$ cat src/isr_pkg.sv
`timescale 1ns / 1ps
// ----------------------------------------------------------------------------
// isr_pkg
// shared types and constants of the integer square root core
// ----------------------------------------------------------------------------
package isr_pkg;

  localparam int unsigned ROOT_W = 32;

  typedef enum logic [2:0] {
    S_IDLE = 3'b001,
    S_RUN  = 3'b010,
    S_DONE = 3'b100
  } state_t;

  typedef struct packed {
    logic load;
    logic step;
  } cmd_t;

endpackage

$ cat src/isr_datapath.sv
`timescale 1ns / 1ps
// ----------------------------------------------------------------------------
// isr_datapath
// digit-by-digit root: two radicand bits in, one root bit out per step
// ----------------------------------------------------------------------------
module isr_datapath
  import isr_pkg::*;
#(
  parameter int unsigned INPUT_BITS = 63
) (
  input  logic                  clk,
  input  cmd_t                  cmd,
  input  logic [INPUT_BITS-1:0] radicand,
  output logic [ROOT_W-1:0]     root
);

  localparam int unsigned ROOT_BITS = (INPUT_BITS + 1) / 2;
  localparam int unsigned PAD_BITS  = 2 * ROOT_BITS;
  localparam int unsigned REM_W     = ROOT_BITS + 2;

  logic [PAD_BITS-1:0]  rad_r, rad_nxt;
  logic [REM_W-1:0]     rem_r, rem_nxt;
  logic [ROOT_BITS-1:0] root_r, root_nxt;
  logic [REM_W-1:0]     rem_cat;
  logic [REM_W-1:0]     trial;
  logic                 fits;

  always_comb begin
    rem_cat  = {rem_r[REM_W-3:0], rad_r[PAD_BITS-1 -: 2]};
    trial    = {root_r, 2'b01};
    fits     = rem_cat >= trial;
    rad_nxt  = rad_r;
    rem_nxt  = rem_r;
    root_nxt = root_r;
    if (cmd.load) begin
      rad_nxt  = PAD_BITS'(radicand);
      rem_nxt  = '0;
      root_nxt = '0;
    end else if (cmd.step) begin
      rad_nxt = rad_r << 2;
      if (fits) begin
        rem_nxt  = rem_cat - trial;
        root_nxt = ROOT_BITS'({root_r, 1'b1});
      end else begin
        rem_nxt  = rem_cat;
        root_nxt = ROOT_BITS'({root_r, 1'b0});
      end
    end
  end

  always_ff @(posedge clk) begin
    rad_r  <= rad_nxt;
    rem_r  <= rem_nxt;
    root_r <= root_nxt;
  end

  assign root = ROOT_W'(root_r);

endmodule

$ cat src/isr_ctrl.sv
`timescale 1ns / 1ps
// ----------------------------------------------------------------------------
// isr_ctrl
// sequencer: loads an item, runs one step per root bit, strobes the result
// ----------------------------------------------------------------------------
module isr_ctrl
  import isr_pkg::*;
#(
  parameter int unsigned ROOT_BITS = 32
) (
  input  logic clk,
  input  logic rst_n,
  input  logic start,
  output logic busy,
  output logic out_valid,
  output cmd_t cmd
);

  localparam int unsigned CNT_W = (ROOT_BITS > 1) ? $clog2(ROOT_BITS) : 1;
  localparam logic [CNT_W-1:0] CNT_LAST = CNT_W'(ROOT_BITS - 1);

  state_t           state_r, state_nxt;
  logic [CNT_W-1:0] cnt_r, cnt_nxt;
  logic             accept;

  assign busy      = state_r == S_RUN;
  assign out_valid = state_r == S_DONE;
  assign accept    = start && !busy;

  always_comb begin
    state_nxt = state_r;
    cnt_nxt   = cnt_r;
    cmd.load  = accept;
    cmd.step  = 1'b0;
    unique case (state_r)
      S_IDLE, S_DONE: begin
        if (accept) begin
          state_nxt = S_RUN;
          cnt_nxt   = CNT_LAST;
        end else begin
          state_nxt = S_IDLE;
        end
      end
      S_RUN: begin
        cmd.step = 1'b1;
        if (cnt_r == '0) begin
          state_nxt = S_DONE;
        end else begin
          cnt_nxt = cnt_r - 1'b1;
        end
      end
      default: begin
        state_nxt = S_IDLE;
      end
    endcase
  end

  always_ff @(posedge clk) begin
    if (!rst_n) begin
      state_r <= S_IDLE;
      cnt_r   <= '0;
    end else begin
      state_r <= state_nxt;
      cnt_r   <= cnt_nxt;
    end
  end

  a_onehot: assert property (@(posedge clk) disable iff (!rst_n) $onehot(state_r))
    else $error("state register not one-hot");

  a_accept_runs: assert property (@(posedge clk) disable iff (!rst_n)
    accept |=> busy && !out_valid && cnt_r == CNT_LAST)
    else $error("accepted item did not start a run");

  a_done_after_last: assert property (@(posedge clk) disable iff (!rst_n)
    busy && cnt_r == '0 |=> out_valid)
    else $error("last step not followed by result strobe");

  a_strobe_once: assert property (@(posedge clk) disable iff (!rst_n)
    out_valid |=> !out_valid)
    else $error("result strobe longer than one cycle");

endmodule

$ cat src/integer_square_root_core.sv
`timescale 1ns / 1ps
// ----------------------------------------------------------------------------
// integer_square_root_core
// floor of the square root of an unsigned INPUT_BITS-bit radicand
// ----------------------------------------------------------------------------
// An item is taken when start is high and busy is low. The root is settled
// one bit per cycle by a shared compare-and-subtract step, so out_valid pulses
// for one cycle once the last root bit is settled. busy is low again in the
// strobe cycle, so a new item may be taken there. The receiver cannot
// stall: out_root must be taken in the cycle out_valid is high.
// ----------------------------------------------------------------------------
module integer_square_root_core
  import isr_pkg::*;
#(
  parameter int unsigned INPUT_BITS = 63
) (
  input  logic                  clk,
  input  logic                  rst_n,
  input  logic                  start,
  output logic                  busy,
  input  logic [INPUT_BITS-1:0] in_radicand,
  output logic                  out_valid,
  output logic [ROOT_W-1:0]     out_root
);

  localparam int unsigned ROOT_BITS = (INPUT_BITS + 1) / 2;

  cmd_t cmd;

  isr_ctrl #(
    .ROOT_BITS (ROOT_BITS)
  ) u_ctrl (
    .clk       (clk),
    .rst_n     (rst_n),
    .start     (start),
    .busy      (busy),
    .out_valid (out_valid),
    .cmd       (cmd)
  );

  isr_datapath #(
    .INPUT_BITS (INPUT_BITS)
  ) u_datapath (
    .clk      (clk),
    .cmd      (cmd),
    .radicand (in_radicand),
    .root     (out_root)
  );

endmodule

$ cat config.mk
export PLATFORM = sky130hd
export DESIGN_NAME = integer_square_root_core
export DESIGN_NICKNAME = d
export VERILOG_FILES = /design/src/isr_pkg.sv /design/src/isr_datapath.sv /design/src/isr_ctrl.sv /design/src/integer_square_root_core.sv
export SDC_FILE = /design/constraint.sdc
export NUM_CORES = 1
export LEC_CHECK = 0
export ABC_AREA = 1
export ABC_CLOCK_PERIOD_IN_PS = 3700
export BUFFER_PORTS_ARGS = -buffer_cell sky130_fd_sc_hd__buf_2
export CAP_MARGIN = 20
export CORE_AREA = 8 8 134 136
export CTS_CLUSTER_SIZE = 14
export DETAILED_ROUTE_END_ITERATION = 6
export DIE_AREA = 0 0 142 144
export PLACE_DENSITY = 0.86
export SLEW_MARGIN = 0
export SYNTH_ARGS = -nofsm -noshare
export SYNTH_HDL_FRONTEND = slang
export SYNTH_HIERARCHICAL = 1
export SYNTH_SLANG_ARGS = --single-unit
$ cat constraint.sdc
create_clock -name clk -period 3.7 [get_ports clk]
set_input_delay 0.185 -clock clk [delete_from_list [all_inputs] [get_ports clk]]
set_output_delay 0.185 -clock clk [all_outputs]
set_load 0.02 [all_outputs]
==> flow_summary.json, run 1 <==
{
  "cts_made_buffers": 17,
  "timing.final.ws_setup_ps": 1220,
  "antenna_found_initial": 0,
  "htree_levels": 4,
  "rsz0062_at_grt": "no",
  "period_needed_ps": 2480,
  "drc": 0,
  "min_period_over_period": 0.670,
  "ys_warn_count": 6,
  "dieArea_mm2": 0.0204,
  "portBuffers": 99,
  "fillers": 1478,
  "cts_max_path_buffers": 2,
  "cts_root_buf": "clkbuf_16",
  "synth_cells": 1186,
  "ys_seq_area_frac": 0.408,
  "initial_utilization": 0.512,
  "io_pins": 100,
  "slew_headroom": 0.372,
  "final_area_mm2": 0.00949,
  "vias": 7852,
  "critPathRequiredTime_ps": 4050,
  "num_rows": 47,
  "synth_ff_type": "dfxtp_1",
  "overflow": 0,
  "vias_per_cell": 5.20,
  "die_h_um": 144,
  "drive_gt1_frac": 0.146,
  "synthArstFlopShare": 0,
  "cts_tree": "yes",
  "skew_ps": 7.96,
  "syn_nets": 1287,
  "gp_congestion": 0.997,
  "die_x_um": 142,
  "area_growth_pct": 15.4,
  "timing.setup.tns_ps": 0,
  "ctsResizeCount": 0,
  "synth_cell_types": 41,
  "post_drt_wl_per_cell_um": 14.0,
  "drt_pass1_iterations": 5,
  "clock_latency_ps": 430,
  "synth_area_per_cell_um2": 6.94,
  "drv_cap": 0,
  "hold_path.class": "input pin to flip-flop",
  "arrival_ps": 2830,
  "dp_hpwl_um": 15100,
  "fin_nets": 1377,
  "p_leak_nw": 4.93,
  "outcome": "finished clean",
  "synth-seq-cells": 136,
  "synth-edff-count": 63,
  "peakVddDrop_uv": 351,
  "grt_use_total": 0.212,
  "grt_max_degree": 77,
  "cp-start-kind": "flip-flop",
  "crit_path_end_kind": "flip-flop",
  "grt_pass1_wl_um": 34800,
  "hold_viol_final": 0,
  "synth_area_mm2": 0.00823,
  "drv_slew": 0,
  "wirelength_um": 21100,
  "clkSlewWorstSetupHoldPaths_ps": 70,
  "critical_path_class": "flip-flop to flip-flop",
  "max_freq_mhz": 404,
  "drtAntennaViolNets": 0,
  "core_mm2": 0.0161,
  "numClockSinks": 136,
  "powerDensity_mw_per_mm2": 509,
  "worstMarginPinSlew_ps": 940,
  "drt_iter0_markers": 606,
  "dp_slack_ps": 1300,
  "setup_viol": 0,
  "dpl_cell_area_mm2": 0.00888,
  "grt_pass1_vias": 7504,
  "cp_max_fo": 35,
  "n_antenna_cell": 0
}
-- worst paths after layout --
path | startpoint | to | slack [ps] | cells past startpoint
setup / recovery | u_datapath/root[9] | u_datapath/rem_r[9] | 1220 | 11
setup reg to reg | u_datapath/root[9] | u_datapath/rem_r[9] | 1220 | 11
hold / removal | in_radicand[38] | u_datapath/rad_r[38] | 20 | 3
hold reg to reg | u_datapath/rem_r[30] | u_datapath/rem_r[30] | 460 | 2
-- synthesized netlist by cell type (3+ instances only) --
| cell | instances | area share |
|---|---|---|
| a21oi_1 | 43 | 0.026 |
| nand3_2 | 5 | 0.0061 |
| nand3b_1 | 4 | 0.0037 |
| nand2_1 | 463 | 0.21 |
| a21boi_0 | 6 | 0.0055 |
| nand3_1 | 59 | 0.036 |
| ha_1 | 35 | 0.053 |
| nand4_1 | 15 | 0.011 |
| edfxtp_1 | 63 | 0.23 |
| nor2_2 | 12 | 0.0091 |
| nor3_1 | 4 | 0.0024 |
| nand2_4 | 5 | 0.0068 |
| dfxtp_1 | 73 | 0.18 |
| nor2_1 | 102 | 0.047 |
| o21ai_0 | 16 | 0.0097 |
| inv_1 | 162 | 0.074 |
| nand2_2 | 11 | 0.0084 |
| inv_2 | 4 | 0.0018 |
| o22ai_1 | 31 | 0.024 |
| or2_1 | 3 | 0.0023 |
| clkbuf_1 | 29 | 0.013 |
| buf_4 | 3 | 0.0027 |
| o21ai_1 | 8 | 0.0049 |
| nor2_4 | 5 | 0.0068 |
| o21bai_1 | 6 | 0.0055 |
-- per-stage QoR --
stage	instances	hold slack, ps	power, mW	util
4_1_cts	1508	3.35	4.83	0.590
3_3_place_gp	1474	421	3.13	0.553
5_1_grt	1509	14.8	5.09	0.591
3_5_place_dp	1474	435	3.16	0.553
2_1_floorplan	1186	254	2.91	-
6_report	1509	17.5	4.83	0.591
-- critical path: stages, from the launching register on --
cell and delay (ps):
dfxtp_1 320, inv_1 70, ha_1 370, a21oi_1 250, o21bai_1 120, a21oi_1 230, nand2_2 130, nand2_4 160
nand2_8 190, inv_4 240, nand3_1 120, a21oi_1 200
-- cells in the final DEF, fill, tap and decap left out, types with 17 or more instances in the layout --
| cell type | n |
|---|---|
| nand2_1 | 463 |
| dfxtp_1 | 73 |
| o22ai_1 | 31 |
| buf_2 | 99 |
| inv_1 | 162 |
| nor2_1 | 101 |
| nand3_1 | 59 |
| edfxtp_1 | 63 |
| ha_1 | 35 |
| a21oi_1 | 43 |
| clkbuf_16 | 17 |
-- per-layer routing --
metal	GRT usage	wire [um]	up-vias
met5	0	0	-
met3	0.0574	1600	41
met1	0.255	9070	3550
met4	0.0814	448	0
met2	0.355	10000	324
li1	-	-	3937
-- state kept, by name, indices dropped and copies added, names as in the netlist --
name              flops
u_ctrl/state_r        3
u_ctrl/cnt_r          5
u_datapath/rad_r     64
u_datapath/rem_r     32
u_datapath/root      32
-- final cells by class --
type	count	area, um^2	share of cell area
well taps	220	275	0.0290
inverters	168	634	0.0668
clock inverters	15	148	0.0156
multi-input cells	846	4070	0.429
flip-flops and latches	136	3350	0.353
repair buffers	107	581	0.0612
clock buffers	17	425	0.0448
-- logic make-up (layout without fill, tap and decap cells) --
| kind of cell | after synthesis | after routing | synth area share |
|---|---|---|---|
| flops | 136 | 136 | 0.408 |
| simple gates | 695 | 695 | 0.360 |
| compound gates | 115 | 115 | 0.0800 |
| buf+inv | 204 | 307 | 0.0981 |
| fa+ha+maj | 35 | 35 | 0.0532 |
| xor+xnor | 1 | 1 | 0.00106 |
-- repair_timing --
action / 4_1_cts / 5_1_grt
setup buffers: 0 / 0
hold endpoints to repair: 2 / 0
hold buffers: 2 / 0
setup endpoints to repair: 0 / 0
-- report_power, final --
group / leakage (nW) / switching [mW] / internal (mW) / total [mW]
Combinational: 3.43 / 1.01 / 0.448 / 1.46
Sequential: 1.22 / 0.0392 / 1.68 / 1.72
Clock: 0.281 / 0.759 / 0.897 / 1.66
No activity file was read; power rests on OpenSTA's default activity.
==> inputs of run 2 (changes only) <==
- ABC_AREA: 1 -> 0
- ABC_CLOCK_PERIOD_IN_PS: 3700 -> 2100
- CORE_AREA: 8 8 134 136 -> 8 8 128 130
- DIE_AREA: 0 0 142 144 -> 0 0 136 138
- PLACE_DENSITY: 0.86 -> 0.87
- clock period: 3.7 -> 2.1 ns (I/O delays scaled with it)
==> run 2 against run 1 <==
Against the previous run:
- the run now ends with negative setup slack left
- sequential share of layout area shrank 4.4 points
- routed wire length grew 7.8%
- critical path depth grew 1
- cell count shrank 20%
- sequential power grew 76%
- synthesized cell count shrank 41%
- via count shrank 14%
- area after synthesis shrank 8.9%
==> flow_summary.json, run 2 <==
{
  "num_rows": 44,
  "gp_congestion": 0.843,
  "drt_iter0_markers": 468,
  "max_flop_register": "u_datapath/rad_r",
  "arrival_ps": 3130,
  "synth-edff-count": 63,
  "grt_pass1_wl_um": 35000,
  "drtAntennaViolNets": 0,
  "synth_cells": 703,
  "rsz0062_at_grt": "yes",
  "synth_cell_types": 68,
  "powerDensity_mw_per_mm2": 792,
  "cp_max_fo": 3,
  "synth_area_mm2": 0.00749,
  "worstMarginPinSlew_ps": 692,
  "outcome": "finished with violations",
  "core_mm2": 0.0143,
  "io_pins": 100,
  "dp_hpwl_um": 13500,
  "final_area_mm2": 0.0110,
  "post_drt_wl_per_cell_um": 18.9,
  "ys_seq_area_frac": 0.448,
  "layout_commonest_cell": "buf_4",
  "hold_viol_final": 0,
  "dieArea_mm2": 0.0188,
  "drv_slew": 0,
  "ys_top_cells_by_count": "nor2_1 (90), dfxtp_1 (73), edfxtp_1 (63)",
  "cp-start-kind": "flip-flop",
  "drv_cap": 0,
  "drc": 0,
  "cts_made_buffers": 17,
  "peakVddDrop_uv": 710,
  "slew_headroom": 0.535,
  "cts_tree": "yes",
  "drive_gt1_frac": 0.442,
  "syn_nets": 804,
  "grt_pass1_vias": 6958,
  "timing.setup.tns_ps": -19970,
  "yosysMostFrequentCell": "nor2_1",
  "regArea_mm2": 0.00342,
  "period_needed_ps": 2780,
  "clkPwrFrac": 0.334,
  "portBuffers": 99,
  "initial_utilization": 0.523,
  "drt_pass1_iterations": 5,
  "htree_levels": 4,
  "p_switching_mw": 2.67,
  "area_growth_pct": 47.2,
  "ys_top_cells_by_area": "edfxtp_1 (25%), dfxtp_1 (20%), mux2_2 (9.2%), mux2i_1 (8.2%), ha_1 (5.8%)",
  "dp_slack_ps": -563,
  "p_sw_frac": 0.305,
  "timing.final.ws_setup_ps": -680,
  "p_leak_nw": 4.67,
  "vias": 6752,
  "grt_use_total": 0.232,
  "setup_viol": 33,
  "cts_max_path_buffers": 2,
  "overflow": 0,
  "skew_ps": 14.1,
  "critical_path_class": "flip-flop to flip-flop",
  "multi_input_area_mm2": 0.00419,
  "violations": "negative setup slack",
  "synth_top_area_share": 0.253,
  "vias_per_cell": 5.60,
  "antenna_found_initial": 0,
  "synth_area_per_cell_um2": 10.7,
  "numClockSinks": 136,
  "critPathRequiredTime_ps": 2440,
  "dp.cells": 1102,
  "synth-seq-cells": 136,
  "synthArstFlopShare": 0,
  "min_period_over_period": 1.32,
  "p_seq_frac": 0.346,
  "grt_max_degree": 57,
  "instances_no_fill": 1206,
  "die_x_um": 136,
  "p_int_mw": 6.07,
  "yosys.area.top_type": "edfxtp_1",
  "p_comb_frac": 0.321,
  "final_cell_mix": "buf_4 (155), buf_2 (99), nor2_1 (87)",
  "clock_latency_ps": 440,
  "dpl_cell_area_mm2": 0.00959,
  "largest_register_ffs": 64,
  "finalHoldWorstSlack_ps": 19.6,
  "synth_ff_type": "dfxtp_1",
  "crit_path_end_kind": "flip-flop",
  "n_antenna_cell": 0,
  "ys_warn_count": 6,
  "max_freq_mhz": 360,
  "fin_nets": 1110,
  "fillers": 837,
  "cts_root_buf": "clkbuf_16",
  "die_h_um": 138,
  "wirelength_um": 22800,
  "hold_path.class": "input pin to flip-flop",
  "clkSlewWorstSetupHoldPaths_ps": 60
}
-- run 2: cells by family after synthesis --
kind of cell / after synthesis / share of synthesized area
AO/OA/AOI/OAI: 136 / 0.134
XOR/XNOR: 29 / 0.0339
adder cells (fa/ha/maj): 35 / 0.0585
buffers and inverters: 84 / 0.0503
flip-flops: 136 / 0.448
multiplexers: 123 / 0.175
AND/OR/NAND/NOR: 160 / 0.100
-- run 2: through the flow --
step	util	power [mW]
after floorplan	-	4.68
after detailed placement	0.670	5.32
final	0.770	8.74
after global placement	0.670	5.25
after global routing	0.770	9.02
after CTS	0.761	8.40
-- run 2: timing repair --
action / CTS / global route
hold buffers: 62 / 0
resized for setup: 15 / 10
gates cloned: 0 / 2
setup endpoints to repair: 33 / 33
pin swaps: 8 / 9
endpoints found under the hold margin: 67 / 0
buffers inserted: 1 / 7
-- run 2: layout make-up --
cell class                 count  share of cell area
inverter                      47              0.0175
clock buffer                  18              0.0389
clock inverter                14              0.0125
timing repair buffer         324               0.220
multi-input combinational    483               0.380
tap                          184              0.0209
sequential                   136               0.310
-- run 2: critical path, stage by stage (launching register included) --
cell and delay, ps:
dfxtp_4 350, inv_2 50, ha_4 260, o211ai_1 130
o211ai_2 230, a41oi_2 170, o21a_1 250, buf_4 170
o41ai_2 290, buf_4 200, xor2_1 270, mux2i_4 120
a211oi_2 200
-- run 2: final timing paths --
check / end / start / slack, ps / cells past startpoint
worst max register to register: u_datapath/rem_r[21] / u_datapath/root[1] / -680 / 12
worst max-delay path: u_datapath/rem_r[21] / u_datapath/root[1] / -680 / 12
worst min-delay path: u_datapath/rad_r[14] / in_radicand[14] / 20 / 2
worst min register to register: u_ctrl/cnt_r[0] / u_ctrl/cnt_r[0] / 510 / 1
-- run 2: power groups by stage --
stage | combinational [mW] | sequential [mW] | clock, mW
finish | 2.80 | 3.02 | 2.92
floorplan | 1.64 | 3.04 | 0
global route | 2.96 | 3.03 | 3.04
detailed placement | 2.26 | 3.06 | 0
global placement | 2.20 | 3.05 | 0
CTS | 2.48 | 3.01 | 2.91
-- run 2: per-layer routing --
metal / global-route usage / vias up / share of wire
met2: 0.413 / 250 / 0.53
met4: 0.0810 / 0 / 0.028
met3: 0.0601 / 63 / 0.061
met5: 0 / - / 0
li1: - / 3182 / -
met1: 0.258 / 3257 / 0.38
==> inputs of run 3 (changes only) <==
- PLACE_DENSITY: 0.87 -> 0.85
- SETUP_SLACK_MARGIN: default -> 0.3
- SYNTH_HIERARCHICAL: 1 -> default
==> run 3 against run 2 <==
Against the previous run:
- the flow still finishes with violations (negative setup slack)
- area after synthesis down 2.7%
- routed wire length is 30% higher
- worst hold slack worse by 7.1 ps
- count of clock-buffer cells in the layout did not move
- worst setup slack worse by 3.2 ps
- cell area up 6.3%
- sequential cell count unchanged
- critical endpoint is now u_datapath.rem_r[13]
- largest cell class unchanged
==> flow_summary.json, run 3 <==
{
  "dieArea_mm2": 0.0188,
  "grt_use_total": 0.261,
  "min_period_over_period": 1.33,
  "hold_path.class": "input pin to flip-flop",
  "synth_xor_area_frac": 0.0409,
  "gp_congestion": 0.879,
  "clkSlewWorstSetupHoldPaths_ps": 60,
  "yosysMostFrequentCell": "dfxtp_1",
  "critPathRequiredTime_ps": 2410,
  "synth-seq-cells": 136,
  "rsz0062_at_grt": "yes",
  "yosys.area_share.simple": 0.105,
  "drtAntennaViolNets": 0,
  "die_x_um": 136,
  "ys_warn_count": 0,
  "synthMuxAreaShare": 0.101,
  "synth_area_mm2": 0.00729,
  "portBuffers": 99,
  "numClockSinks": 136,
  "clock_latency_ps": 430,
  "synth-compound-area-share": 0.178,
  "drv_slew": 0,
  "drive_gt1_frac": 0.551,
  "violations": "negative setup slack",
  "synth_ff_type": "dfxtp_1",
  "max_freq_mhz": 359,
  "final_cell_mix": "buf_4 (172), buf_2 (99), edfxtp_1 (63)",
  "synthAdderAreaFrac": 0.0618,
  "largest_register_ffs": 64,
  "synth_cells": 705,
  "vias": 7608,
  "skew_ps": 8.90,
  "yosys.area.top_type": "edfxtp_1",
  "initial_utilization": 0.509,
  "grt_max_degree": 44,
  "worstMarginPinSlew_ps": 704,
  "wirelength_um": 29500,
  "area_growth_pct": 60.8,
  "hold_viol_final": 0,
  "cts_made_buffers": 17,
  "n_antenna_cell": 0,
  "slew_headroom": 0.526,
  "vias_per_cell": 6.15,
  "syn_nets": 807,
  "fin_nets": 1142,
  "cts_root_buf": "clkbuf_16",
  "setup_viol": 33,
  "cts_tree": "yes",
  "grt_pass1_vias": 7507,
  "timing.final.ws_setup_ps": -684,
  "grt_pass1_wl_um": 39300,
  "synth_top_area_share": 0.260,
  "overflow": 0,
  "worst-r2r-setup-slack_ps": -680,
  "num_rows": 44,
  "final_core_utilization": 0.819,
  "arrival_ps": 3090,
  "drv_cap": 0,
  "cts_max_path_buffers": 2,
  "synth-edff-count": 63,
  "drt_iter0_markers": 721,
  "drt_pass1_iterations": 5,
  "htree_levels": 4,
  "antenna_found_initial": 0,
  "synthArstFlopShare": 0,
  "layout_commonest_cell": "buf_4",
  "synth_top_family_by_area": "compound AO/OA/AOI/OAI gates",
  "ys_seq_area_frac": 0.460,
  "period_needed_ps": 2780,
  "dp_hpwl_um": 13700,
  "crit_path_end_kind": "flip-flop",
  "critical_path_class": "flip-flop to flip-flop",
  "cp-start-kind": "flip-flop",
  "outcome": "finished with violations",
  "timing.setup.tns_ps": -12920,
  "post_drt_wl_per_cell_um": 23.9,
  "cp_max_fo": 4,
  "ys_top_cells_by_area": "edfxtp_1 (26%), dfxtp_1 (20%), mux2_2 (9.4%), ha_1 (6.2%), o31ai_1 (3.5%)",
  "drc": 0,
  "max_flop_register": "u_datapath.rad_r",
  "ys_top_cells_by_count": "dfxtp_1 (73), edfxtp_1 (63), nand2_1 (62)",
  "synth_cell_types": 67,
  "synth_area_per_cell_um2": 10.3,
  "core_mm2": 0.0143,
  "io_pins": 100,
  "die_h_um": 138
}
## run 3: cell count changes after synthesis, moves of 8 or more
cell      change
nor2_1       -65
mux2i_1      -56
nand2_1      +40
o31ai_1      +32
a211oi_1     -31
o21ai_0      +31
a21oi_1      +14
a32oi_1      +13
clkbuf_1     -12
nand3b_1     +11
buf_1         +8
## run 3: per-stage QoR
step                hold slack (ps)  instance area, um^2  worst slack (ps)  instances
CTS                           0.852                11300              -241       1219
global route                   2.00                11700              -637       1237
floorplan                       167                 7850              -256        705
detailed placement              338                 9620              -286       1115
global placement                335                 9620              -247       1115
finish                         12.5                11700              -684       1237
## run 3: timing repair
action / in CTS / in global routing
hold buffers: 54 / 1
endpoints found under the hold margin: 59 / 1
setup endpoints to repair: 165 / 64
pin swaps: 43 / 33
resized for setup: 76 / 59
cloned: 5 / 4
buffers inserted: 13 / 13
## run 3: kinds of logic (layout without fill, tap and decap cells)
| kind of cell | after synthesis | after routing |
|---|---|---|
| AO/OA/AOI/OAI | 192 | 192 |
| XOR/XNOR | 34 | 34 |
| adder cells (fa/ha/maj) | 36 | 36 |
| buffers and inverters | 85 | 432 |
| flip-flops | 136 | 136 |
| multiplexers | 66 | 66 |
| AND/OR/NAND/NOR | 156 | 157 |
## run 3: worst max-delay path, cell delays in order, from the launching register on
cell	delay [ps]
dfxtp_4	360
inv_4	40
ha_4	290
o21ai_1	110
a22oi_2	190
o2111ai_2	150
a32o_2	320
buf_4	160
o21bai_1	400
a21oi_1	290
xnor2_1	260
o21ai_1	100
## run 3: routing by layer
metal,GRT usage,part of all wire,vias to the layer above
li1,-,-,3270
met1,0.292,0.36,3617
met4,0.119,0.049,0
met5,0,0,-
met2,0.460,0.49,558
met3,0.0583,0.092,163
## run 3: cell type report
class / instances / area, um^2
clock buffers: 18 / 429
clock inverters: 14 / 171
fillers: 679 / 2590
inverters: 48 / 196
multi-input cells: 485 / 4430
flip-flops and latches: 136 / 3430
well taps: 184 / 230
repair buffers: 352 / 2840
## run 3: worst paths after layout
| path | end | from | cells after the start |
|---|---|---|---|
| worst min-delay path | u_datapath.rad_r[54] | in_radicand[54] | 2 |
| worst max-delay path | u_datapath.rem_r[13] | u_datapath.root[2] | 11 |
| worst max register to register | u_datapath.rem_r[13] | u_datapath.root[2] | 11 |
| worst min register to register | u_datapath.rad_r[63] | u_datapath.rad_r[61] | 2 |
Power of run 3 is not shown: default switching activity piles up to over one toggle a cycle in this logic, so the estimate is an artifact.
